**src/hdl/escape_time_orbit_pow15_unit_defines.svh**
```systemverilog
// Assertion macros for the escape-time orbit unit
`ifndef ESCAPE_TIME_ORBIT_POW15_UNIT_DEFINES_SVH
`define ESCAPE_TIME_ORBIT_POW15_UNIT_DEFINES_SVH
// Same-cycle implication, sampled on clk, off during reset
`define ETOP_ASSERT_IMP(lbl, ante, cons, msg) \
lbl: assert property (@(posedge clk) disable iff (!arst_n) (ante) |-> (cons)) else $error(msg);
// Next-cycle implication
`define ETOP_ASSERT_NXT(lbl, ante, cons, msg) \
lbl: assert property (@(posedge clk) disable iff (!arst_n) (ante) |=> (cons)) else $error(msg);
`endif

```
**src/hdl/etop_pkg.sv**
```systemverilog
// Shared types, constants and helpers for the escape-time orbit unit
package etop_pkg;
	localparam int FRAC_BITS = 28;
	localparam int DW = 32;

	typedef struct packed {
		logic [DW-1:0] start_imag;
		logic [DW-1:0] start_real;
	} item_t;

	typedef struct packed {
		logic        start;
		logic [63:0] radicand;
	} sqrt_req_t;

	typedef struct packed {
		logic [1:0] count;
	} queue_stat_t;

	// floor(acc / 2^28) + c, clamped to the signed 32-bit range
	function automatic logic [DW-1:0] sat_add(input logic signed [64:0] acc,
			input logic signed [DW-1:0] c);
		logic signed [64:0] t;
		t = (acc >>> FRAC_BITS) + 65'(c);
		if (t > 65'sh0_7FFF_FFFF)
			return 32'h7FFF_FFFF;
		else if (t < -65'sh0_8000_0000)
			return 32'h8000_0000;
		else
			return t[DW-1:0];
	endfunction
endpackage

```
**src/hdl/escape_time_orbit_pow15_unit.sv**
```systemverilog
// Top level of the escape-time orbit unit for z <- z^1.5 + k
//   Channel | Direction | Carries
//   s_*     | in        | one start point per transaction
//   m_*     | out       | one orbit point per transaction, tlast on the final one
//   cfg_*   | in        | register writes: 0 const_real, 1 const_imag, 2 iteration_limit
// Each non-final orbit point runs three serial square roots, which dominate, plus
// the multiplies, escape test, emit and update. The final point needs only the
// multiplies, escape test and emit. One start point is worked at a time.
// Reset is asynchronous and needs no clearing pass. A two-entry input queue keeps
// accepting while the back end works, until both entries are full; a held output
// stalls the sequencer only when the next point is ready to go out.
`include "escape_time_orbit_pow15_unit_defines.svh"
module escape_time_orbit_pow15_unit #(
	parameter int MAX_ITERATIONS = 64
) (
	input  logic        clk,
	input  logic        arst_n,
	input  logic        s_tvalid,
	output logic        s_tready,
	input  logic [63:0] s_tdata,   // start_real, start_imag
	output logic        m_tvalid,
	input  logic        m_tready,
	output logic [63:0] m_tdata,   // point_real, point_imag
	output logic        m_tuser,   // escaped
	output logic        m_tlast,
	input  logic        cfg_we,
	input  logic [1:0]  cfg_index,
	input  logic [31:0] cfg_wdata
);
	import etop_pkg::*;

	localparam logic [1:0] REG_CONST_REAL = 2'd0;
	localparam logic [1:0] REG_CONST_IMAG = 2'd1;
	localparam logic [1:0] REG_ITER_LIMIT = 2'd2;

	logic [31:0] const_real_q, const_imag_q;
	logic [6:0]  iter_limit_q;
	logic        q_valid, q_pop;
	item_t       q_item;
	queue_stat_t q_stat;

	// configuration registers
	always_ff @(posedge clk or negedge arst_n) begin
		if (!arst_n) begin
			const_real_q <= 32'hFCCC_CCCD;
			const_imag_q <= '0;
			iter_limit_q <= 7'd64;
		end else if (cfg_we) begin
			if (cfg_index == REG_CONST_REAL)
				const_real_q <= cfg_wdata;
			else if (cfg_index == REG_CONST_IMAG)
				const_imag_q <= cfg_wdata;
			else if (cfg_index == REG_ITER_LIMIT)
				iter_limit_q <= cfg_wdata[6:0];
		end
	end

	etop_in_queue u_front (
		.clk      (clk),
		.arst_n   (arst_n),
		.s_tvalid (s_tvalid),
		.s_tready (s_tready),
		.s_item   (s_tdata),
		.q_valid  (q_valid),
		.q_pop    (q_pop),
		.q_item   (q_item),
		.q_stat   (q_stat)
	);

	etop_orbit #(.MAX_ITERATIONS(MAX_ITERATIONS)) u_back (
		.clk             (clk),
		.arst_n          (arst_n),
		.q_valid         (q_valid),
		.q_pop           (q_pop),
		.q_item          (q_item),
		.const_real      (const_real_q),
		.const_imag      (const_imag_q),
		.iteration_limit (iter_limit_q),
		.m_tvalid        (m_tvalid),
		.m_tready        (m_tready),
		.m_tdata         (m_tdata),
		.m_tuser         (m_tuser),
		.m_tlast         (m_tlast)
	);

	`ETOP_ASSERT_IMP(a_esc_is_last, m_tvalid && m_tuser, m_tlast, "escaped point not marked last")
	`ETOP_ASSERT_IMP(a_queue_bound, 1'b1, q_stat.count != 2'd3, "input queue overfilled")
	`ETOP_ASSERT_NXT(a_pop_frees, q_stat.count == 2'd2 && q_pop, s_tready, "pop did not free a slot")
endmodule

```
**src/hdl/etop_in_queue.sv**
```systemverilog
// Front end: two-entry queue of start points
module etop_in_queue (
	input  logic                 clk,
	input  logic                 arst_n,
	input  logic                 s_tvalid,
	output logic                 s_tready,
	input  etop_pkg::item_t      s_item,
	output logic                 q_valid,
	input  logic                 q_pop,
	output etop_pkg::item_t      q_item,
	output etop_pkg::queue_stat_t q_stat
);
	import etop_pkg::*;

	item_t      mem_q [2];
	logic       wr_ptr_q, rd_ptr_q;
	logic [1:0] count_q;
	logic       push, pop;

	assign s_tready = (count_q != 2'd2);
	assign q_valid  = (count_q != 2'd0);
	assign q_item   = mem_q[rd_ptr_q];
	assign push     = s_tvalid && s_tready;
	assign pop      = q_pop && q_valid;
	assign q_stat.count = count_q;

	// storage
	always_ff @(posedge clk) begin
		if (push)
			mem_q[wr_ptr_q] <= s_item;
	end

	// pointers and fill count
	always_ff @(posedge clk or negedge arst_n) begin
		if (!arst_n) begin
			wr_ptr_q <= 1'b0;
			rd_ptr_q <= 1'b0;
			count_q  <= 2'd0;
		end else begin
			if (push)
				wr_ptr_q <= ~wr_ptr_q;
			if (pop)
				rd_ptr_q <= ~rd_ptr_q;
			count_q <= count_q + 2'(push) - 2'(pop);
		end
	end
endmodule

```
**src/hdl/etop_isqrt.sv**
```systemverilog
// Iterative 64-bit integer square root, one root bit per cycle
module etop_isqrt (
	input  logic                clk,
	input  logic                arst_n,
	input  etop_pkg::sqrt_req_t req,
	output logic                done,
	output logic [31:0]         root
);
	import etop_pkg::*;

	logic        busy_q, done_q;
	logic [4:0]  cnt_q;
	logic [63:0] rad_q;
	logic [32:0] rem_q;
	logic [31:0] root_q;
	logic [34:0] rem_sh, trial, diff;
	logic        ge;

	assign rem_sh = {rem_q, rad_q[63:62]};
	assign trial  = {1'b0, root_q, 2'b01};
	assign ge     = (rem_sh >= trial);
	assign diff   = rem_sh - trial;
	assign done   = done_q;
	assign root   = root_q;

	// datapath
	always_ff @(posedge clk) begin
		if (req.start) begin
			rad_q  <= req.radicand;
			rem_q  <= '0;
			root_q <= '0;
		end else if (busy_q) begin
			rad_q <= {rad_q[61:0], 2'b00};
			if (ge) begin
				rem_q  <= diff[32:0];
				root_q <= {root_q[30:0], 1'b1};
			end else begin
				rem_q  <= rem_sh[32:0];
				root_q <= {root_q[30:0], 1'b0};
			end
		end
	end

	// step control
	always_ff @(posedge clk or negedge arst_n) begin
		if (!arst_n) begin
			busy_q <= 1'b0;
			done_q <= 1'b0;
			cnt_q  <= '0;
		end else begin
			done_q <= 1'b0;
			if (req.start) begin
				busy_q <= 1'b1;
				cnt_q  <= '0;
			end else if (busy_q) begin
				cnt_q <= cnt_q + 5'd1;
				if (cnt_q == 5'd31) begin
					busy_q <= 1'b0;
					done_q <= 1'b1;
				end
			end
		end
	end
endmodule

```
**src/hdl/etop_orbit.sv**
```systemverilog
// Back end: orbit sequencer with shared multiplier, square root and output register
module etop_orbit #(
	parameter int MAX_ITERATIONS = 64
) (
	input  logic                clk,
	input  logic                arst_n,
	input  logic                q_valid,
	output logic                q_pop,
	input  etop_pkg::item_t     q_item,
	input  logic [31:0]         const_real,
	input  logic [31:0]         const_imag,
	input  logic [6:0]          iteration_limit,
	output logic                m_tvalid,
	input  logic                m_tready,
	output logic [63:0]         m_tdata,
	output logic                m_tuser,
	output logic                m_tlast
);
	import etop_pkg::*;

	typedef enum logic [3:0] {
		IDLE, M_XX, M_YY, M_SUM, EMIT, SQ_R, SQ_A, SQ_B,
		P_XA, P_YB, P_XB, P_YA, P_ACC, UPD
	} state_t;

	localparam logic [64:0] ESC_LIM = 65'd1 << (2 * FRAC_BITS + 2);

	state_t             st_q;
	logic signed [31:0] x_q, y_q, a_q, b_q, nx_q, r_q;
	logic signed [64:0] acc_q;
	logic signed [63:0] prod_q;
	logic signed [31:0] opa, opb;
	logic [6:0]         lim_q, n_q, lim_eff;
	logic               out_free, esc, fin;
	sqrt_req_t          sreq;
	logic               sdone;
	logic [31:0]        sroot;
	logic [63:0]        rx_sum, rx_dif;

	etop_isqrt u_sqrt (
		.clk    (clk),
		.arst_n (arst_n),
		.req    (sreq),
		.done   (sdone),
		.root   (sroot)
	);

	assign lim_eff = (iteration_limit == 7'd0) ? 7'd1 :
		(iteration_limit > 7'(MAX_ITERATIONS)) ? 7'(MAX_ITERATIONS) : iteration_limit;
	assign out_free = !m_tvalid || m_tready;
	assign esc      = (acc_q > $signed(ESC_LIM));
	assign fin      = esc || (n_q + 7'd1 == lim_q);
	assign q_pop    = (st_q == IDLE) && q_valid;

	// operands of the shared multiplier
	always_comb begin
		opa = x_q;
		opb = x_q;
		unique case (st_q)
			M_YY:    begin opa = y_q; opb = y_q; end
			P_XA:    begin opa = x_q; opb = a_q; end
			P_YB:    begin opa = y_q; opb = b_q; end
			P_XB:    begin opa = x_q; opb = b_q; end
			P_YA:    begin opa = y_q; opb = a_q; end
			default: begin opa = x_q; opb = x_q; end
		endcase
	end

	// square root requests: |z|^2, then (r + x) << 27, then (r - x) << 27
	assign rx_sum = {32'd0, sroot} + {{32{x_q[31]}}, x_q};
	assign rx_dif = {{32{r_q[31]}}, r_q} - {{32{x_q[31]}}, x_q};
	always_comb begin
		sreq.start    = 1'b0;
		sreq.radicand = acc_q[63:0];
		if (st_q == EMIT) begin
			sreq.start = out_free && !fin;
		end else if (st_q == SQ_R) begin
			sreq.start    = sdone;
			sreq.radicand = rx_sum << (FRAC_BITS - 1);
		end else if (st_q == SQ_A) begin
			sreq.start    = sdone;
			sreq.radicand = rx_dif << (FRAC_BITS - 1);
		end
	end

	// datapath registers
	always_ff @(posedge clk) begin
		prod_q <= opa * opb;
		unique case (st_q)
			IDLE: begin
				x_q   <= q_item.start_real;
				y_q   <= q_item.start_imag;
				lim_q <= lim_eff;
			end
			M_YY, P_YB: acc_q <= 65'(prod_q);
			M_SUM, P_ACC: acc_q <= acc_q + 65'(prod_q);
			P_XB: acc_q <= acc_q - 65'(prod_q);
			P_YA: begin
				nx_q  <= sat_add(acc_q, const_real);
				acc_q <= 65'(prod_q);
			end
			SQ_R: if (sdone) r_q <= sroot;
			SQ_A: if (sdone) a_q <= sroot;
			SQ_B: if (sdone) b_q <= y_q[31] ? -sroot : sroot;
			UPD: begin
				x_q <= nx_q;
				y_q <= sat_add(acc_q, const_imag);
			end
			default: ;
		endcase
	end

	// sequencer and output register
	always_ff @(posedge clk or negedge arst_n) begin
		if (!arst_n) begin
			st_q     <= IDLE;
			n_q      <= '0;
			m_tvalid <= 1'b0;
			m_tdata  <= '0;
			m_tuser  <= 1'b0;
			m_tlast  <= 1'b0;
		end else begin
			if (m_tready && !(st_q == EMIT && out_free))
				m_tvalid <= 1'b0;
			unique case (st_q)
				IDLE: if (q_valid) begin
					n_q  <= '0;
					st_q <= M_XX;
				end
				M_XX:  st_q <= M_YY;
				M_YY:  st_q <= M_SUM;
				M_SUM: st_q <= EMIT;
				EMIT: if (out_free) begin
					m_tvalid <= 1'b1;
					m_tdata  <= {y_q, x_q};
					m_tuser  <= esc;
					m_tlast  <= fin;
					st_q     <= fin ? IDLE : SQ_R;
				end
				SQ_R: if (sdone) st_q <= SQ_A;
				SQ_A: if (sdone) st_q <= SQ_B;
				SQ_B: if (sdone) st_q <= P_XA;
				P_XA:  st_q <= P_YB;
				P_YB:  st_q <= P_XB;
				P_XB:  st_q <= P_YA;
				P_YA:  st_q <= P_ACC;
				P_ACC: st_q <= UPD;
				UPD: begin
					n_q  <= n_q + 7'd1;
					st_q <= M_XX;
				end
				default: st_q <= IDLE;
			endcase
		end
	end
endmodule

```
**config.mk**
```make
export PLATFORM = sky130hd
export DESIGN_NAME = escape_time_orbit_pow15_unit
export DESIGN_NICKNAME = d
export VERILOG_FILES = /design/src/hdl/etop_pkg.sv /design/src/hdl/escape_time_orbit_pow15_unit.sv /design/src/hdl/etop_in_queue.sv /design/src/hdl/etop_isqrt.sv /design/src/hdl/etop_orbit.sv
export VERILOG_INCLUDE_DIRS = /design/src /design/src/hdl
export SDC_FILE = /design/constraint.sdc
export NUM_CORES = 2
export LEC_CHECK = 0
export BUFFER_PORTS_ARGS = -buffer_cell sky130_fd_sc_hd__buf_2
export CORE_MARGIN = 8
export CORE_UTILIZATION = 53
export DETAILED_ROUTE_END_ITERATION = 10
export PLACE_DENSITY = 0.69
export SETUP_SLACK_MARGIN = 0.1
export SKIP_LAST_GASP = 1
export SLEW_MARGIN = 20
export SYNTH_ARGS = -nofsm -noshare
export SYNTH_HDL_FRONTEND = slang
export SYNTH_SLANG_ARGS = --single-unit
```
**constraint.sdc**
```tcl
create_clock -name clk -period 17.95 [get_ports clk]
set_input_delay 2.6925 -clock clk [delete_from_list [all_inputs] [get_ports clk]]
set_output_delay 2.6925 -clock clk [all_outputs]
set_load 0.01 [all_outputs]
```
Yosys cells after proc, flatten, opt, wreduce, memory -nomap -nowiden. Memories as Yosys holds them, arrays and structs flattened. Cells that the tools add are included.

Flip-flop bits (word level): 617. Bits in writable memories: 128. Logic and storage cells: 148. Memories: 1.

Memories: u_front.mem_q (depth 2, bits a word 64, read ports 1, clocked after Yosys merged registers in 0, wr ports 1, RTL line etop_in_queue.sv:15) `item_t mem_q [2];`.

Add/subtract/negate cells: 12. Multiply operators: 1. Order comparisons: 7. Eq/ne operators: 23. Mux-type cells: 40. Bitwise gates (word level): 4. Reduce and logical (&&, ||, !) cells: 32.

Operators by type and width (number): $pmux 65 s3 (1); $mux 64 (3); $mux 32 (5); $gt 65x32->1 const B (2); $lt 65x32->1 const B (2); $mux 65 (2); $pmux 32 s2 (2); $pmux 32 s3 (1); $add 37x32->38 (2); $add 65x64->65 (1); $gt 65x60->1 const B (1); $sub 65x64->65 (1); $mul 32x32->64 (1); $pmux 4 s14 (1); $ge 35x34->1 (1); $add 33x32->34 (1); $mux 33 (1); $sub 32x32->33 (1); $sub 33x33->33 (1); $neg 32->32 (1); $eq 4x4->1 const B (6); $mux 4 (5); $eq 4x3->1 const B (4); $mux 7 (2); 32 further kinds (71).

Longest topological paths before layout.
Word-level depth: 8. Depth in mapped cells: 39. Mapped depth without buffers: 34.

Cells and area by module. Synthesis repeated with hierarchy kept, for this count alone.

Cells, all modules: 8189. Area total of the unflattened synthesis: 79254.8 µm².

By module, submodules not included: etop_orbit (times used 1, cells each 7080, area an instance 64005.1 µm², sequential area each 11160.7 µm²); etop_isqrt (times used 1, cells each 742, area an instance 7523.5 µm², sequential area each 3398.3 µm²); etop_in_queue (times used 1, cells each 216, area an instance 5023.6 µm², sequential area each 3943.8 µm²); escape_time_orbit_pow15_unit (times used 1, cells each 151, area an instance 2702.6 µm², sequential area each 1801.7 µm²).

Least setup slack after synthesis. Ideal clock, no wire load.

Path type: flip-flop to flip-flop. Start: register u_back.st_q[0]. End: register u_back.prod_q[60]. Library setup time: 72 ps. Data arrival time: 9572 ps. Required time: 17878 ps. Slack: 8305 ps. Stages on the path, launching flop included: 35. Buffers on the path: 4. Period minus slack after synthesis: 9645 ps. Path through: dfrtp_1 > clkbuf_1 > inv_1 > nand2_1 > nor3_1 > a21oi_1 > clkbuf_1 > mux2i_1 > clkbuf_1 > nor2_1 > fa_1 > inv_1 > fa_1 > inv_1 > fa_1 > fa_1 > fa_1 > fa_1 > fa_1 > inv_1 > fa_1 > inv_1 > ha_1 > clkbuf_1 > a21oi_1 > o21ai_0 > a31oi_1 > nor3_1 > a211oi_1 > o21ai_1 > a221oi_1 > a21oi_1 > o211a_1 > a211oi_1 > xnor2_1.

Cells in the longest elaborated chain, start to end: 4. Elaborated cells between the ends (all ways): 11. Classes of those cells: mul (1); eq/ne (5); mux (2); reduce/logical (3).

RTL lines: from (decl) (RTL line etop_orbit.sv:28) `state_t st_q;`; from (signal assigned) (RTL line etop_orbit.sv:138) `st_q <= fin ? IDLE : SQ_R;`; $eq 4x4->1 / $eq 4x2->1 (equally long branches) (RTL line etop_orbit.sv:59) `unique case (st_q)`; $reduce_or 2->1 (no source line) / $reduce_or 3->1 (equally long branches); $pmux 32 s3 / $mux 32 (equally long branches) (RTL line etop_orbit.sv:59); $mul 32x32->64 (*) (RTL line etop_orbit.sv:88) `prod_q <= opa * opb;`; to (signal assigned) (RTL line etop_orbit.sv:88); to (decl) (RTL line etop_orbit.sv:31) `logic signed [63:0] prod_q;`.

Mark *: on every way between the ends. The rest lies on a longest branch, timed or not. A chain may end at the register's enable or synchronous reset.

Worst setup path after layout.
Start: register u_back.st_q[0]. End: register u_back.prod_q[62].

Same word-level chain as after synthesis.

==> summary.md <==
| Metric | Value |
|---|---|
| Result of the run | finished, final reports clean |
| Worst Skew | 94.6 ps |
| Setup CP Type | reg2reg |
| Longest individual stage delay on the worst path | 770 ps |
| Critical Path Slowest Stage Cell | sky130_fd_sc_hd__a211oi_1 |
| Chip Height | 402 um |
| Post-layout min period | 12590 ps |
| Total congestion overflow after global routing | 0 |
| Post-cts resize count | 0 |
| Num CTS Buffers | 84 |
| Critical Path RT | 18600 ps |
| Clock sink count | 745 |
| Synth cell types | 102 |
| Seq cells post-synth | 745 |
| Number of setup buffers added after CTS | 0 |
| Total global routing track utilization | 32.7% |
| Clock insertion delay at the later pin of the skew report | 740 ps |
| Met3 demand-to-capacity share in global routing | 7.69% |
| Setup TNS | 0 ps |
| Total standard cell area after synthesis | 79100 sq um |
| Highest achievable clock rate | 79.5 MHz |
| Flip-flop cell with the highest count after synthesis | sky130_fd_sc_hd__edfxtp_1 |
| Busiest metal layer after global routing | met2 |
| Detailed placement HPWL | 207000 um |
| Clock tree from TritonCTS | done |
| Number of rows in the core area | 141 |
| Placer congestion estimate | 1.01 |
| Basic-gate share of the synthesized area counting and, or, nand and nor cells | 13.0% |
| Area added between synthesis and finish | 8.33% |
| Post-Syn Nets | 9937 |
| Average routed wire per standard cell | 25.6 um |
| Nature of the critical path endpoint | flop |
| Number of port buffers | 170 |
| Global routing met2 resource utilization | 49.9% |
| Number of enable flip-flop cells after synthesis | 456 |
| Hold-fix buffers, CTS | 0 |
| Number of filler instances in the final layout | 12800 |
| Leading cell types by total area after synthesis | sky130_fd_sc_hd__fa_1 28%, sky130_fd_sc_hd__edfxtp_1 17%, sky130_fd_sc_hd__ha_1 6.8% |
| Top cell type by total area after synthesis | sky130_fd_sc_hd__fa_1 |
| DRC errors left | 0 |
| Most repeated library cell on the critical path | sky130_fd_sc_hd__fa_1 |
| Per-instance average area after synthesis | 9.51 sq um |
| Area of the die | 162000 sq um |
| Share of layout cells above drive strength 1 | 8.63% |
| Setup violations, final | 0 |
| Multi-input gate area in the final layout | 53300 sq um |
| Worst max-slew margin expressed relative to the limit | 27.0% |
| Synth warnings | 0 |
| Max-cap check violation count | 0 |
| Fraction of the mapped netlist area in adder cells | 34.3% |
| Final slew viol count | 0 |
| Post-synth top area share | 27.5% |
| First-pass DRT Iterations | 6 |
| Routed Wire Length | 266000 um |
| Final Hold Vio Count | 0 |
| Crit start category | flop |
| CP arrival | 13240 ps |
| Slew of the pin with the lowest slew margin | 1090 ps |
| Routed vias/inst | 6.11 |
| Vias after detailed routing | 63600 |
| Detailed Route Iter0 Violations | 7290 |
| Part of the Yosys area used for sequential elements | 25.7% |
| Number of global-route vias before repair | 64700 |
| Clock tree buffer depth | 3 |
| IO Count | 171 |
| Hold WC Path Type | reg2reg |
| Starting density of the core | 53.4% |
| Share of the synthesized netlist area taken by xor and xnor gates | 4.12% |
| Instance count of the mapped netlist | 8319 |
| Global routing met1 resource utilization | 43.4% |
| Fraction of synthesized area in multiplexers | 3.61% |
| Area fraction in compound gates after synthesis | 11.8% |
| Largest net degree at the start of global routing | 86 |
| Std-Cell Core Area | 148000 sq um |
| Initial antenna violation count | 19 |
| Setup repair after global routing missed its margin | false |
| Buffer type at the clock tree root | sky130_fd_sc_hd__clkbuf_16 |
| Antenna Violating Nets Remaining | 0 |
| Combined flip-flop and latch cell area | 20300 sq um |
| Clock transition at the register clock pins on the worst setup and hold paths after CTS | 70 ps |
| Final #Nets | 10000 |
| # H-tree levels | 3 |
| Peak fanout along the critical path | 77 |
| Die extent in x | 402 um |
| Dominant combinational cell family by area after synthesis | adder cells |
| Global-route wire length before repair | 403000 um |
| FFs w/ async S/R, synth | 21.5% |
| Ratio of final minimum period to clock period | 70.1% |
[cell families (layout without fill, tap and decap cells)]
group	count (synthesis)	after routing
and+or+nand+nor	2399	2399
buffers and inverters	1573	1705
adders and majority gates	1515	1515
AOI/OAI and AO/OA	1443	1443
DFF	745	745
xor gates and xnor gates	372	372
muxes	272	272
other	0	14
[worst paths after layout]
kind                                                     start                        endpoint  slack, ps  cells after the start
worst max-delay path                u_back.st_q[0]$_DFFE_PN0P_       u_back.prod_q[62]$_DFF_P_       5360                     35
worst min-delay path            u_back.m_tdata[23]$_DFFE_PN0P_  u_back.m_tdata[23]$_DFFE_PN0P_        470                      2
worst max register to register      u_back.st_q[0]$_DFFE_PN0P_       u_back.prod_q[62]$_DFF_P_       5360                     35
worst min register to register  u_back.m_tdata[23]$_DFFE_PN0P_  u_back.m_tdata[23]$_DFFE_PN0P_        470                      2
max in group asynchronous                               arst_n  u_back.u_sqrt.busy_q$_DFF_PN0_      14730                      2
min in group asynchronous                               arst_n     iter_limit_q[0]$_DFFE_PN0P_       1880                      1
[cells in the mapped netlist, types with 49 or more instances]
cell / number
sky130_fd_sc_hd__inv_1: 1211
sky130_fd_sc_hd__fa_1: 1087
sky130_fd_sc_hd__nand2_1: 1056
sky130_fd_sc_hd__nor2_1: 780
sky130_fd_sc_hd__edfxtp_1: 456
sky130_fd_sc_hd__ha_1: 428
sky130_fd_sc_hd__o21ai_0: 381
sky130_fd_sc_hd__a21oi_1: 355
sky130_fd_sc_hd__clkbuf_1: 326
sky130_fd_sc_hd__xnor2_1: 237
sky130_fd_sc_hd__mux2i_1: 164
sky130_fd_sc_hd__a21o_1: 159
sky130_fd_sc_hd__dfrtp_1: 140
sky130_fd_sc_hd__xor2_1: 135
sky130_fd_sc_hd__dfxtp_1: 129
sky130_fd_sc_hd__nand3_1: 109
sky130_fd_sc_hd__mux2_2: 108
sky130_fd_sc_hd__nand2b_1: 76
sky130_fd_sc_hd__nor3_1: 66
sky130_fd_sc_hd__and2_1: 53
sky130_fd_sc_hd__nor2b_1: 49
[metrics by stage]
| step | area [sq um] | utilization (%) | cells | hold slack [ps] | setup slack (ps) |
|---|---|---|---|---|---|
| 3_3_place_gp | 82700 | 55.9 | 10200 | 456 | 5810 |
| 3_5_place_dp | 82700 | 55.9 | 10200 | 465 | 5610 |
| 6_report | 85700 | 57.9 | 10400 | 473 | 5360 |
| 5_1_grt | 85700 | 57.9 | 10400 | 489 | 4840 |
| 4_1_cts | 85600 | 57.9 | 10400 | 478 | 5470 |
| 2_1_floorplan | 79100 | - | 8319 | 452 | 8310 |
[area by class of cell]
type                            count  share of cell area (%)
Timing Repair Buffer              337                    2.46
Tap cell                         1930                    2.82
Clock buffer                      110                    2.74
Sequential cell                   745                    23.7
Clock inverter                     43                   0.670
Inverter                         1215                    5.32
Antenna cell                       14                  0.0409
Multi-Input combinational cell   6001                    62.2
[metal layers]
metal | vias up | wire length (um)
li1 | 27500 | -
met5 | - | 172
met1 | 31700 | 102000
met3 | 833 | 29800
met4 | 12 | 17400
met2 | 3557 | 116000
[layout by cell type, fill, tap and decap left out, drive strengths merged, types with 17 or more instances in the layout]
master / instances
o31ai: 50
nand3: 109
and3: 45
nor2b: 50
a31oi: 43
ha: 428
and2: 56
dfrtp: 140
clkinv: 29
nor2: 780
or2: 17
edfxtp: 456
a21oi: 357
nor3: 66
dfstp: 20
inv: 1220
mux2: 108
o211ai: 41
fa: 1087
nand4: 46
nand2b: 77
nor4: 25
o2bb2ai: 31
o21a: 41
buf: 337
or3: 32
mux2i: 164
clkbuf: 110
nand2: 1056
o21ai: 417
a211oi: 44
dfxtp: 129
xnor2: 237
a221oi: 19
xor2: 135
o21bai: 37
a21o: 159
[critical path: cells and delay by family, from the launching register on]
| kind | cells | cell delay [ps] |
|---|---|---|
| XOR/XNOR | 1 | 150 |
| AND/OR/NAND/NOR | 5 | 870 |
| AO/OA/AOI/OAI | 11 | 3950 |
| adder cells (fa/ha/maj) | 9 | 4540 |
| buffers and inverters | 9 | 2310 |
| flip-flops | 1 | 620 |
[flip-flops by register name (all words and copies together) (netlist names), 32 cells and up]
name                 count
const_real_q            32
u_back.u_sqrt.root      32
u_back.u_sqrt.rad_q     64
const_imag_q            32
u_back.x_q              32
u_back.m_tdata          64
u_back.y_q              32
u_back.nx_q             32
u_back.prod_q           64
u_back.r_q              32
u_back.a_q              32
u_front.mem_q          128
u_back.b_q              32
u_back.u_sqrt.rem_q     33
u_back.acc_q            65
Power is not shown: default switching activity piles up to over one toggle a cycle in this logic, so the estimate is an artifact.
